File: config.mk
export PLATFORM = sky130hd
export DESIGN_NAME = sjf_nonpreemptive_scheduler
export DESIGN_NICKNAME = d
export VERILOG_FILES = /design/src/sv/sjf_pkg.sv /design/src/sv/sjf_nonpreemptive_scheduler.sv
export VERILOG_INCLUDE_DIRS = /design/src /design/src/sv
export SDC_FILE = /design/constraint.sdc
export NUM_CORES = 1
export LEC_CHECK = 0
export BUFFER_PORTS_ARGS = -buffer_cell sky130_fd_sc_hd__buf_4
export CAP_MARGIN = 10
export CORE_MARGIN = 2
export CORE_UTILIZATION = 40
export CTS_BUF_LIST = sky130_fd_sc_hd__clkbuf_16
export DETAILED_ROUTE_END_ITERATION = 6
export PLACE_DENSITY = 0.57
export SLEW_MARGIN = 20
export SYNTH_ARGS = -nofsm -noshare
export SYNTH_HDL_FRONTEND = slang
export SYNTH_SLANG_ARGS = --single-unit
File: constraint.sdc
create_clock -name clk -period 11.6 [get_ports clk]
set_input_delay 1.16 -clock clk [delete_from_list [all_inputs] [get_ports clk]]
set_output_delay 1.16 -clock clk [all_outputs]
set_load 0.02 [all_outputs]
File: src/sv/assert_macros.svh
// Assertion macros used by the scheduler RTL.
`ifndef ASSERT_MACROS_SVH
`define ASSERT_MACROS_SVH

// Checks a property on every rising clock edge while reset is released.
`define ASSERT_CLK(label, prop, msg) \
	label: assert property (@(posedge clk) disable iff (!arst_n) (prop)) else $error(msg);

// Checks a property on every rising clock edge, reset included.
`define ASSERT_ALWAYS(label, prop, msg) \
	label: assert property (@(posedge clk) (prop)) else $error(msg);

`endif

File: src/sv/sjf_pkg.sv
// Types and constants of the shortest-job-first scheduler.
`timescale 1ns / 1ps
package sjf_pkg;

	localparam int MAX_JOBS = 32;
	localparam int IDX_W    = $clog2(MAX_JOBS);
	localparam int CNT_W    = $clog2(MAX_JOBS + 1);
	localparam int ARR_W    = 16;
	localparam int BURST_W  = 16;
	localparam int TIME_W   = 22;
	localparam int ID_W     = 6;

	typedef enum logic [1:0] {
		ST_IDLE,
		ST_SCAN,
		ST_DECIDE
	} state_t;

endpackage

File: src/sv/sjf_nonpreemptive_scheduler.sv
// Non-preemptive shortest-job-first scheduler: job store, scan unit and sequencer.
// Loading: one job per cycle; busy stays low until the item with last_job set.
// Scheduling: each pick scans the stored jobs through one compare unit; a pick
// that finds no arrived job moves the clock to the earliest pending arrival and
// scans again. Results strobe once per job, in order.
// Reset clears the job count, done flags, clock and sequencer; the store is not cleared.
`timescale 1ns / 1ps
`include "assert_macros.svh"

module sjf_nonpreemptive_scheduler (
	input  logic                           clk,
	input  logic                           arst_n,
	input  logic                           start,
	output logic                           busy,
	input  logic [sjf_pkg::ARR_W-1:0]      arrival_time,
	input  logic [sjf_pkg::BURST_W-1:0]    burst_time,
	input  logic                           last_job,
	output logic                           result_valid,
	output logic [sjf_pkg::ID_W-1:0]       job_id,
	output logic [sjf_pkg::TIME_W-1:0]     wait_time,
	output logic [sjf_pkg::TIME_W-1:0]     turnaround,
	output logic                           last_result
);

	sjf_pkg::state_t state_q, state_d;

	logic [sjf_pkg::ARR_W-1:0]    arrival_mem [sjf_pkg::MAX_JOBS];
	logic [sjf_pkg::BURST_W-1:0]  burst_mem   [sjf_pkg::MAX_JOBS];

	logic [sjf_pkg::CNT_W-1:0]    count_q;
	logic [sjf_pkg::CNT_W-1:0]    emitted_q;
	logic [sjf_pkg::CNT_W-1:0]    issue_q;
	logic [sjf_pkg::MAX_JOBS-1:0] done_q;
	logic [sjf_pkg::TIME_W-1:0]   clock_q;

	logic                         cmp_vld_s1;
	logic                         done_s1;
	logic [sjf_pkg::IDX_W-1:0]    idx_s1;
	logic [sjf_pkg::ARR_W-1:0]    arr_s1;
	logic [sjf_pkg::BURST_W-1:0]  burst_s1;

	logic                         found_q;
	logic [sjf_pkg::IDX_W-1:0]    best_idx_q;
	logic [sjf_pkg::ARR_W-1:0]    best_arr_q;
	logic [sjf_pkg::BURST_W-1:0]  best_burst_q;
	logic [sjf_pkg::ARR_W-1:0]    min_arr_q;

	logic                         result_valid_q;
	logic [sjf_pkg::ID_W-1:0]     job_id_q;
	logic [sjf_pkg::TIME_W-1:0]   wait_q;
	logic [sjf_pkg::TIME_W-1:0]   tat_q;
	logic                         last_result_q;

	logic accept;
	logic mem_we;
	logic scan_init;
	logic issue_more;
	logic scan_end;
	logic pick_now;
	logic set_last;
	logic eligible;
	logic better;
	logic [sjf_pkg::TIME_W-1:0] wait_calc;
	logic [sjf_pkg::TIME_W-1:0] tat_calc;
	logic [sjf_pkg::CNT_W-1:0]  emitted_inc;

	assign accept      = start && (state_q == sjf_pkg::ST_IDLE);
	assign issue_more  = issue_q < count_q;
	assign scan_end    = !issue_more && !cmp_vld_s1;
	assign emitted_inc = emitted_q + sjf_pkg::CNT_W'(1);
	assign set_last    = emitted_inc == count_q;

	assign eligible = !done_s1 && ({{(sjf_pkg::TIME_W-sjf_pkg::ARR_W){1'b0}}, arr_s1} <= clock_q);
	assign better   = !found_q || (burst_s1 < best_burst_q) ||
	                  ((burst_s1 == best_burst_q) && (arr_s1 < best_arr_q));

	assign wait_calc = clock_q - {{(sjf_pkg::TIME_W-sjf_pkg::ARR_W){1'b0}}, best_arr_q};
	assign tat_calc  = wait_calc + {{(sjf_pkg::TIME_W-sjf_pkg::BURST_W){1'b0}}, best_burst_q};

	// Next state.
	always_comb begin
		state_d = state_q;
		case (state_q)
			sjf_pkg::ST_IDLE: begin
				if (start && last_job) state_d = sjf_pkg::ST_SCAN;
			end
			sjf_pkg::ST_SCAN: begin
				if (scan_end) state_d = sjf_pkg::ST_DECIDE;
			end
			sjf_pkg::ST_DECIDE: begin
				if (found_q && set_last) state_d = sjf_pkg::ST_IDLE;
				else                     state_d = sjf_pkg::ST_SCAN;
			end
			default: state_d = sjf_pkg::ST_IDLE;
		endcase
	end

	// Sequencer outputs.
	always_comb begin
		mem_we    = 1'b0;
		scan_init = 1'b0;
		pick_now  = 1'b0;
		case (state_q)
			sjf_pkg::ST_IDLE: begin
				mem_we    = accept && (count_q < sjf_pkg::CNT_W'(sjf_pkg::MAX_JOBS));
				scan_init = accept && last_job;
			end
			sjf_pkg::ST_SCAN: begin
				scan_init = 1'b0;
			end
			sjf_pkg::ST_DECIDE: begin
				pick_now  = found_q;
				scan_init = !(found_q && set_last);
			end
			default: begin
				mem_we = 1'b0;
			end
		endcase
	end

	always_ff @(posedge clk or negedge arst_n) begin
		if (!arst_n) state_q <= sjf_pkg::ST_IDLE;
		else         state_q <= state_d;
	end

	// Job store and its registered read port.
	always_ff @(posedge clk) begin
		if (mem_we) begin
			arrival_mem[count_q[sjf_pkg::IDX_W-1:0]] <= arrival_time;
			burst_mem[count_q[sjf_pkg::IDX_W-1:0]]   <= burst_time;
		end
		arr_s1   <= arrival_mem[issue_q[sjf_pkg::IDX_W-1:0]];
		burst_s1 <= burst_mem[issue_q[sjf_pkg::IDX_W-1:0]];
		idx_s1   <= issue_q[sjf_pkg::IDX_W-1:0];
		done_s1  <= done_q[issue_q[sjf_pkg::IDX_W-1:0]];
	end

	// Scan control, best candidate and schedule state.
	always_ff @(posedge clk or negedge arst_n) begin
		if (!arst_n) begin
			count_q      <= '0;
			emitted_q    <= '0;
			issue_q      <= '0;
			done_q       <= '0;
			clock_q      <= '0;
			cmp_vld_s1   <= 1'b0;
			found_q      <= 1'b0;
			best_idx_q   <= '0;
			best_arr_q   <= '0;
			best_burst_q <= '0;
			min_arr_q    <= '1;
		end else begin
			if (mem_we) count_q <= count_q + sjf_pkg::CNT_W'(1);

			if (scan_init) begin
				issue_q    <= '0;
				cmp_vld_s1 <= 1'b0;
				found_q    <= 1'b0;
				min_arr_q  <= '1;
			end else if (state_q == sjf_pkg::ST_SCAN) begin
				cmp_vld_s1 <= issue_more;
				if (issue_more) issue_q <= issue_q + sjf_pkg::CNT_W'(1);
				if (cmp_vld_s1) begin
					if (eligible && better) begin
						found_q      <= 1'b1;
						best_idx_q   <= idx_s1;
						best_arr_q   <= arr_s1;
						best_burst_q <= burst_s1;
					end
					if (!done_s1 && (arr_s1 < min_arr_q)) min_arr_q <= arr_s1;
				end
			end

			if (state_q == sjf_pkg::ST_DECIDE) begin
				if (!found_q) begin
					// Nothing has arrived yet: jump to the earliest pending arrival.
					clock_q <= {{(sjf_pkg::TIME_W-sjf_pkg::ARR_W){1'b0}}, min_arr_q};
				end else if (set_last) begin
					count_q   <= '0;
					emitted_q <= '0;
					done_q    <= '0;
					clock_q   <= '0;
				end else begin
					clock_q   <= clock_q +
					             {{(sjf_pkg::TIME_W-sjf_pkg::BURST_W){1'b0}}, best_burst_q};
					emitted_q <= emitted_inc;
					done_q[best_idx_q] <= 1'b1;
				end
			end
		end
	end

	// Result register.
	always_ff @(posedge clk or negedge arst_n) begin
		if (!arst_n) begin
			result_valid_q <= 1'b0;
			last_result_q  <= 1'b0;
		end else begin
			result_valid_q <= pick_now;
			last_result_q  <= pick_now && set_last;
		end
	end

	always_ff @(posedge clk) begin
		if (pick_now) begin
			job_id_q <= sjf_pkg::ID_W'({1'b0, best_idx_q} + (sjf_pkg::IDX_W+1)'(1));
			wait_q   <= wait_calc;
			tat_q    <= tat_calc;
		end
	end

	assign busy         = state_q != sjf_pkg::ST_IDLE;
	assign result_valid = result_valid_q;
	assign job_id       = job_id_q;
	assign wait_time    = wait_q;
	assign turnaround   = tat_q;
	assign last_result  = last_result_q;

	`ASSERT_CLK(a_last_ends_run, last_result |-> (state_q == sjf_pkg::ST_IDLE), "last result while still scheduling")
	`ASSERT_CLK(a_mid_result_scans, (result_valid && !last_result) |-> (state_q == sjf_pkg::ST_SCAN), "result without rescan")
	`ASSERT_CLK(a_emitted_bound, (state_q == sjf_pkg::ST_SCAN) |-> (emitted_q < count_q), "emitted count overran job count")
	`ASSERT_CLK(a_last_starts, (accept && last_job) |=> busy, "last job did not start schedule")
	`ASSERT_CLK(a_last_has_strobe, !last_result || result_valid, "last mark without strobe")
	`ASSERT_ALWAYS(a_reset_quiet, !arst_n |=> !result_valid, "result strobe after reset")

endmodule

==> results.json, run 1 <==
{
  "fp.dieW_um": 364,
  "crit_required_ns": 12.20,
  "grt_antenna_before_repair": 5,
  "multiplexer_share_of_the_synthesized_area": 0.119,
  "syn_avg_cell_area_um2": 16.1,
  "floorplan.initialDensity": 0.404,
  "p_per_area_nw_per_um2": 267,
  "synth_ff_type": "sky130_fd_sc_hd__edfxtp_1",
  "run_status": "complete, no violations",
  "drt_iter0_markers": 2376,
  "pwr-share-seq": 0.375,
  "report.final.hold_viol_count": 0,
  "cts_resized": 0,
  "final-setup-viol-count": 0,
  "io-pin-count": 89,
  "timing.reg2reg.setup_slack_ns": 7.35,
  "max_freq_mhz": 235,
  "clock_skews_ns": 0.0228,
  "timing.reg2reg.worst_path_depth": 10,
  "r2r-start": "issue_q[0]",
  "synth.cell_area_um2": 51700,
  "pwr-share-comb": 0.367,
  "switching_share_of_power": 0.356,
  "wl_mm": 131,
  "p_clk_frac": 0.258,
  "rr_endpoint": "burst_s1[11]",
  "netlist-cell-type-count": 80,
  "layout-drive-gt1-share": 0.185,
  "irDropWorstVdd_mv": 0.158,
  "die_y_um": 364,
  "internal-power_w": 0.0101,
  "cts_hold_repair.buffers": 0,
  "cts-root-buf": "sky130_fd_sc_hd__clkbuf_16",
  "drt-pass1-iter-count": 7,
  "fin_crit_ns": 4.25,
  "hold_class": "in -> async",
  "htreeDepth": 4,
  "place.detailed.hpwl_mm": 72.0,
  "routed_via_density": 5.56,
  "pin_count_of_the_biggest_net_entering_global_routing": 106,
  "clock_tree.buffer_depth": 3,
  "fp.dieArea_um2": 132000,
  "area_overhead_of_the_layout_relative_to_synthesis_pct": 13.8,
  "rsz_0062_raised_after_global_routing": "false",
  "clock_sinks": 1243,
  "worstSkewPairLatency_ns": 0.75,
  "leakage_power_of_the_design_nw": 20.5,
  "final.period_utilization": 0.367,
  "ys_seq_area_frac": 0.702,
  "synth-edff-count": 1074,
  "avgRoutedWirePerCell_um": 25.2,
  "synth.net_count": 3383,
  "synth-adder-area-share": 0.0316,
  "placement.io_buffers": 88,
  "launching_element_type_of_the_critical_path": "flip-flop",
  "power.switching_w": 0.00560,
  "grt_util_all_layers": 0.199,
  "synth_simple_gate_area_frac": 0.0403,
  "floorplan.rows": 131,
  "detailed_place.area_um2": 54700,
  "async_reset_ff_frac": 0.105,
  "ys_ff_latch": 1243,
  "finalMaxSlewViolations": 0,
  "numCtsBuffers": 135,
  "post-cts-setup-buffer-count": 0,
  "setup.worst_path.end_class": "flip-flop",
  "global_route.overflow_total": 0,
  "synthCells": 3218,
  "max_cap_viol_count": 0,
  "grt_pass1_vias": 28600,
  "final.setup.tns_ns": 0,
  "gp_congestion": 0.812,
  "synth_area_in_compound_gates": 0.0788,
  "nets": 3512,
  "xor_xnor_cell_area_share_of_the_yosys_netlist": 0.00931,
  "slew_headroom": 0.355,
  "dominant_combinational_cell_family_by_area_after_synthesis": "multiplexers",
  "core_area_um2": 128000,
  "tritoncts": "built",
  "synthesis.yosys.warnings": 0,
  "drc": 0,
  "worst-setup-path-type": "reg -> reg",
  "ant_nets": 0,
  "detailroute.via_count": 28800,
  "grt_first_pass_wirelength_mm": 194,
  "timing.critical_path.fanout_max": 99,
  "worst_pin_slew_ns": 0.968,
  "final_cell_area_um2": 58900,
  "worstPathArrival_ns": 4.86,
  "clk_pin_slew_worst_paths_ns": 0.06
}
[cell usage after synthesis (4+ instances only)]
| cell type | number | area share |
|---|---|---|
| sky130_fd_sc_hd__a31oi_1 | 9 | 0.0011 |
| sky130_fd_sc_hd__mux2_2 | 104 | 0.023 |
| sky130_fd_sc_hd__o21a_1 | 11 | 0.0016 |
| sky130_fd_sc_hd__and2_1 | 4 | 0.00048 |
| sky130_fd_sc_hd__nor3b_1 | 5 | 0.00073 |
| sky130_fd_sc_hd__a221oi_1 | 6 | 0.0010 |
| sky130_fd_sc_hd__nand2_1 | 203 | 0.015 |
| sky130_fd_sc_hd__nor2_1 | 119 | 0.0086 |
| sky130_fd_sc_hd__o21ai_0 | 156 | 0.015 |
| sky130_fd_sc_hd__nand2b_1 | 11 | 0.0013 |
| sky130_fd_sc_hd__a21o_1 | 40 | 0.0058 |
| sky130_fd_sc_hd__xnor2_1 | 36 | 0.0061 |
| sky130_fd_sc_hd__nand3_1 | 29 | 0.0028 |
| sky130_fd_sc_hd__dfstp_2 | 16 | 0.0081 |
| sky130_fd_sc_hd__mux2i_1 | 201 | 0.039 |
| sky130_fd_sc_hd__edfxtp_1 | 1074 | 0.62 |
| sky130_fd_sc_hd__o21ai_1 | 5 | 0.00048 |
| sky130_fd_sc_hd__o31ai_1 | 6 | 0.00087 |
| sky130_fd_sc_hd__a21oi_1 | 201 | 0.019 |
| sky130_fd_sc_hd__buf_2 | 35 | 0.0034 |
| sky130_fd_sc_hd__o211ai_1 | 19 | 0.0028 |
| sky130_fd_sc_hd__nor3_1 | 20 | 0.0019 |
| sky130_fd_sc_hd__nand4_1 | 15 | 0.0018 |
| sky130_fd_sc_hd__or3_1 | 6 | 0.00073 |
| sky130_fd_sc_hd__nor4_1 | 7 | 0.00085 |
| sky130_fd_sc_hd__mux4_2 | 132 | 0.057 |
| sky130_fd_sc_hd__a211oi_1 | 10 | 0.0015 |
| sky130_fd_sc_hd__ha_1 | 126 | 0.030 |
| sky130_fd_sc_hd__xor2_1 | 19 | 0.0032 |
| sky130_fd_sc_hd__o21bai_1 | 9 | 0.0013 |
| sky130_fd_sc_hd__and3_1 | 17 | 0.0021 |
| sky130_fd_sc_hd__inv_1 | 88 | 0.0064 |
| sky130_fd_sc_hd__dfrtp_1 | 115 | 0.056 |
| sky130_fd_sc_hd__o22ai_1 | 35 | 0.0042 |
| sky130_fd_sc_hd__nor2b_1 | 14 | 0.0017 |
| sky130_fd_sc_hd__o221ai_1 | 100 | 0.017 |
| sky130_fd_sc_hd__buf_1 | 23 | 0.0017 |
| sky130_fd_sc_hd__clkbuf_1 | 94 | 0.0068 |
| sky130_fd_sc_hd__dfxtp_1 | 38 | 0.015 |
[per-stage QoR]
stage / utilization / power [W] / std cells / hold WS [ns] / worst slack, ns
after global routing: 0.460 / 0.0167 / 5184 / 0.465 / 6.99
after detailed placement: 0.427 / 0.0118 / 4939 / 0.447 / 7.26
after CTS: 0.460 / 0.0158 / 5184 / 0.430 / 7.25
after global placement: 0.427 / 0.0117 / 4939 / 0.442 / 7.25
final: 0.460 / 0.0157 / 5185 / 0.425 / 7.35
after floorplan: - / 0.0101 / 3218 / 0.369 / 7.08
[power groups by stage]
stage	combinational [W]	clock [W]	sequential, W
2_1_floorplan	0.00443	0	0.00566
3_3_place_gp	0.00572	0	0.00599
3_5_place_dp	0.00576	0	0.00599
4_1_cts	0.00579	0.00413	0.00590
5_1_grt	0.00643	0.00432	0.00594
6_report	0.00576	0.00405	0.00590
[how the worst max path moves through the flow]
stage | from | to | slack [ns] | cells past startpoint
2_1_floorplan | start | arrival_mem[23][0] | 7.08 | 4
6_report | issue_q[0] | burst_s1[11] | 7.35 | 10
5_1_grt | issue_q[0] | burst_s1[8] | 6.99 | 10
3_3_place_gp | issue_q[0] | burst_s1[10] | 7.25 | 10
4_1_cts | issue_q[0] | burst_s1[10] | 7.25 | 10
3_5_place_dp | issue_q[0] | burst_s1[10] | 7.26 | 10
[kinds of logic after synthesis]
logic type / after synthesis
fa+ha+maj: 129
xor+xnor: 55
mux: 437
flops: 1243
buf+inv: 247
simple gates: 465
compound gates: 642
[state kept, by name (all words and copies together) (netlist names), 16 cells and up]
signal        flops
best_burst_q     16
best_arr_q       16
wait_time        22
burst_s1         16
min_arr_q        16
arrival_mem     512
burst_mem       512
done_q           32
arr_s1           16
turnaround       22
clock_q          22
[placed cells by master, fill, tap and decap left out, types with 18 or more instances in the layout]
cell type	netlist	routed
sky130_fd_sc_hd__nand2_1	203	202
sky130_fd_sc_hd__mux2i_1	201	201
sky130_fd_sc_hd__nor2_4	0	29
sky130_fd_sc_hd__o22ai_1	35	35
sky130_fd_sc_hd__nand3_1	29	29
sky130_fd_sc_hd__xor2_1	19	19
sky130_fd_sc_hd__xnor2_1	36	36
sky130_fd_sc_hd__inv_1	88	124
sky130_fd_sc_hd__clkbuf_16	0	139
sky130_fd_sc_hd__o221ai_1	100	100
sky130_fd_sc_hd__a21oi_1	201	200
sky130_fd_sc_hd__clkinv_1	2	32
sky130_fd_sc_hd__o21ai_0	156	156
sky130_fd_sc_hd__dfrtp_1	115	110
sky130_fd_sc_hd__ha_1	126	126
sky130_fd_sc_hd__buf_4	2	143
sky130_fd_sc_hd__nor2_1	119	90
sky130_fd_sc_hd__clkinv_2	0	18
sky130_fd_sc_hd__mux4_2	132	132
sky130_fd_sc_hd__o211ai_1	19	19
sky130_fd_sc_hd__edfxtp_1	1074	1074
sky130_fd_sc_hd__dfxtp_1	38	38
sky130_fd_sc_hd__mux2_2	104	104
sky130_fd_sc_hd__a21o_1	40	40
[routing by layer]
layer  part of all wire  track usage  wire, µm  vias up
met4              0.020       0.0495      2660        2
met1               0.45        0.286     59400    14900
met2               0.47        0.322     61500      866
met5            0.00012            0        16        -
met3              0.056       0.0271      7270      168
li1                   -            -         -    12900
[worst max-delay path: stages, from the launching register on]
cell and delay [ns]:
sky130_fd_sc_hd__dfrtp_4 0.82, sky130_fd_sc_hd__buf_12 0.64, sky130_fd_sc_hd__buf_12 0.59, sky130_fd_sc_hd__buf_4 0.77
sky130_fd_sc_hd__mux2_2 0.41, sky130_fd_sc_hd__a21oi_1 0.14, sky130_fd_sc_hd__o21ai_0 0.13, sky130_fd_sc_hd__o22ai_1 0.20
sky130_fd_sc_hd__a21oi_1 0.07, sky130_fd_sc_hd__nand2_1 0.10, sky130_fd_sc_hd__o21ai_0 0.09
[layout make-up]
type / instances / area (µm²)
Antenna cell: 1 / 2.50
Timing Repair Buffer: 147 / 1140
Clock inverter: 106 / 711
Sequential cell: 1243 / 36300
Multi-Input combinational cell: 1728 / 14700
Clock buffer: 139 / 3480
Tap cell: 1729 / 2160
Fill cell: 11000 / 69100
Inverter: 92 / 345
(Power assumes the default switching activity.)
==> inputs of run 2 (changes only) <==
==> constraint.sdc (replaced) <==
create_clock -name clk -period 4.1 [get_ports clk]
set_input_delay 0.41 -clock clk [delete_from_list [all_inputs] [get_ports clk]]
set_output_delay 0.41 -clock clk [all_outputs]
set_load 0.02 [all_outputs]
==> results.json, run 2 (synthesis results as in run 1) <==
{
  "clock_skews_ns": 0.0269,
  "final.period_utilization": 0.938,
  "drt-pass1-iter-count": 7,
  "clock_tree.buffer_depth": 3,
  "launching_element_type_of_the_critical_path": "flip-flop",
  "pre_cts_ws_ns": 0.112,
  "floorplan.initialDensity": 0.404,
  "gp_congestion": 0.830,
  "final-setup-viol-count": 0,
  "global_route.overflow_total": 0,
  "fin_crit_ns": 3.85,
  "placement.io_buffers": 88,
  "number_of_instances_on_the_worst_hold_path": 1,
  "finalMaxSlewViolations": 0,
  "slew_headroom": 0.386,
  "timing.reg2reg.setup_slack_ns": 0.25,
  "die_y_um": 364,
  "rsz_0062_raised_after_global_routing": "false",
  "numCtsBuffers": 135,
  "drc": 0,
  "tritoncts": "built",
  "drt_iter0_markers": 2426,
  "floorplan.rows": 131,
  "timing.critical_path.fanout_max": 4,
  "timing.reg2reg.worst_path_depth": 18,
  "nets": 3577,
  "grt_first_pass_wirelength_mm": 193,
  "final_cell_area_um2": 60000,
  "fp.dieW_um": 364,
  "htreeDepth": 4,
  "worst_pin_slew_ns": 0.922,
  "final_critical_path_setup_slack_ns": 0.254,
  "detailed_place.area_um2": 55500,
  "report.final.hold_viol_count": 0,
  "final.setup.tns_ns": 0,
  "routed_via_density": 5.54,
  "io-pin-count": 89,
  "final_cell_mix": "1074 x sky130_fd_sc_hd__edfxtp_1, 202 x sky130_fd_sc_hd__nand2_1, 201 x sky130_fd_sc_hd__mux2i_1",
  "grt_util_all_layers": 0.199,
  "ant_nets": 0,
  "clk_pin_slew_worst_paths_ns": 0.06,
  "timing.hold.worst_endpoint": "burst_mem[25][13]",
  "run_status": "complete, no violations",
  "avgRoutedWirePerCell_um": 24.8,
  "fp.dieArea_um2": 132000,
  "layout-drive-gt1-share": 0.206,
  "holdCritStartpoint": "burst_time[13]",
  "wl_mm": 130,
  "cts-root-buf": "sky130_fd_sc_hd__clkbuf_16",
  "detailroute.via_count": 29100,
  "core_area_um2": 128000,
  "pin_count_of_the_biggest_net_entering_global_routing": 103,
  "rr_endpoint": "turnaround[15]",
  "max_freq_mhz": 260,
  "crit_required_ns": 4.60,
  "p_per_area_nw_per_um2": 769,
  "worst-setup-path-type": "reg -> reg",
  "grt_antenna_before_repair": 3,
  "clock_sinks": 1243,
  "setup.worst_path.end_class": "flip-flop",
  "area_overhead_of_the_layout_relative_to_synthesis_pct": 16.0,
  "hold_class": "in -> reg",
  "grt_pass1_vias": 29000,
  "r2r-start": "clock_q[0]",
  "max_cap_viol_count": 0,
  "worstSkewPairLatency_ns": 0.75,
  "worstPathArrival_ns": 4.34,
  "irDropWorstVdd_mv": 0.457,
  "leakage_power_of_the_design_nw": 21.0,
  "final_common_cell": "sky130_fd_sc_hd__edfxtp_1",
  "place.detailed.hpwl_mm": 73.4
}
-- run 2: cell types whose count changed in the layout (fill, tap and decap cells not counted), sizes merged --
cell	delta
buf	+63
bufinv	+9
clkbuf	+3
clkinv	-5
clkinvlp	+8
dlygate4sd3	+2
inv	-15
-- run 2: worst max-delay path, cell delays in order (launching register included) --
cell                      delay [ns]
sky130_fd_sc_hd__dfrtp_1        0.37
sky130_fd_sc_hd__inv_1          0.05
sky130_fd_sc_hd__ha_1           0.22
sky130_fd_sc_hd__fa_1           0.41
sky130_fd_sc_hd__nor2b_1        0.17
sky130_fd_sc_hd__o31a_1         0.27
sky130_fd_sc_hd__o21a_1         0.14
sky130_fd_sc_hd__nor2_1         0.06
sky130_fd_sc_hd__xnor2_2        0.15
sky130_fd_sc_hd__ha_2           0.33
sky130_fd_sc_hd__o21a_1         0.18
sky130_fd_sc_hd__nor2_1         0.08
sky130_fd_sc_hd__o41ai_2        0.33
sky130_fd_sc_hd__buf_4          0.18
sky130_fd_sc_hd__a21oi_1        0.07
sky130_fd_sc_hd__o21ai_0        0.23
sky130_fd_sc_hd__a21o_1         0.16
sky130_fd_sc_hd__a21oi_1        0.07
sky130_fd_sc_hd__xnor2_1        0.12
-- run 2: worst max-delay path by stage --
stage	to	slack, ns	startpoint	depth (start not counted)
after global placement	turnaround[20]	0.17	clock_q[0]	15
after global routing	turnaround[20]	0.003	clock_q[0]	15
final	turnaround[15]	0.25	clock_q[0]	18
after floorplan	arrival_mem[23][0]	0.07	state_q[0]	4
after detailed placement	turnaround[20]	0.11	clock_q[0]	15
after CTS	turnaround[18]	0.09	clock_q[0]	15
-- run 2: cell type report --
type	instances	area (µm²)
clock inverter	103	858
multi-input combinational	1728	14700
timing repair buffer	212	2000
sequential	1243	36300
inverter	92	345
clock buffer	142	3550
tap	1729	2160
antenna	1	2.50
fill	10900	68000
-- run 2: metrics by stage --
| step | power [W] | cells | utilization | hold slack [ns] |
|---|---|---|---|---|
| 2_1_floorplan | 0.0285 | 3218 | - | 0.114 |
| 3_3_place_gp | 0.0340 | 5001 | 0.434 | 0.442 |
| 3_5_place_dp | 0.0341 | 5001 | 0.434 | 0.445 |
| 4_1_cts | 0.0463 | 5248 | 0.468 | 0.00972 |
| 5_1_grt | 0.0488 | 5249 | 0.469 | 0.0468 |
| 6_report | 0.0461 | 5250 | 0.469 | 0.0581 |
-- run 2: what timing repair did --
action | CTS | global route
resized for setup | 0 | 9
endpoints found under the hold margin | 89 | 0
setup buffers | 0 | 1
hold buffers | 2 | 0
setup endpoints to repair | 0 | 5
-- run 2: per-layer routing --
layer,track usage,vias up,part of all wire
met5,0,-,0
met4,0.0570,0,0.022
met3,0.0323,177,0.059
met2,0.317,907,0.47
met1,0.282,15000,0.45
li1,-,13000,-
-- run 2: report_power, final --
part           internal (W)  switching [W]  total, W
clock               0.00709        0.00498    0.0121
combinational       0.00754         0.0102    0.0177
sequential           0.0153        0.00110    0.0164
total                0.0299         0.0162    0.0461
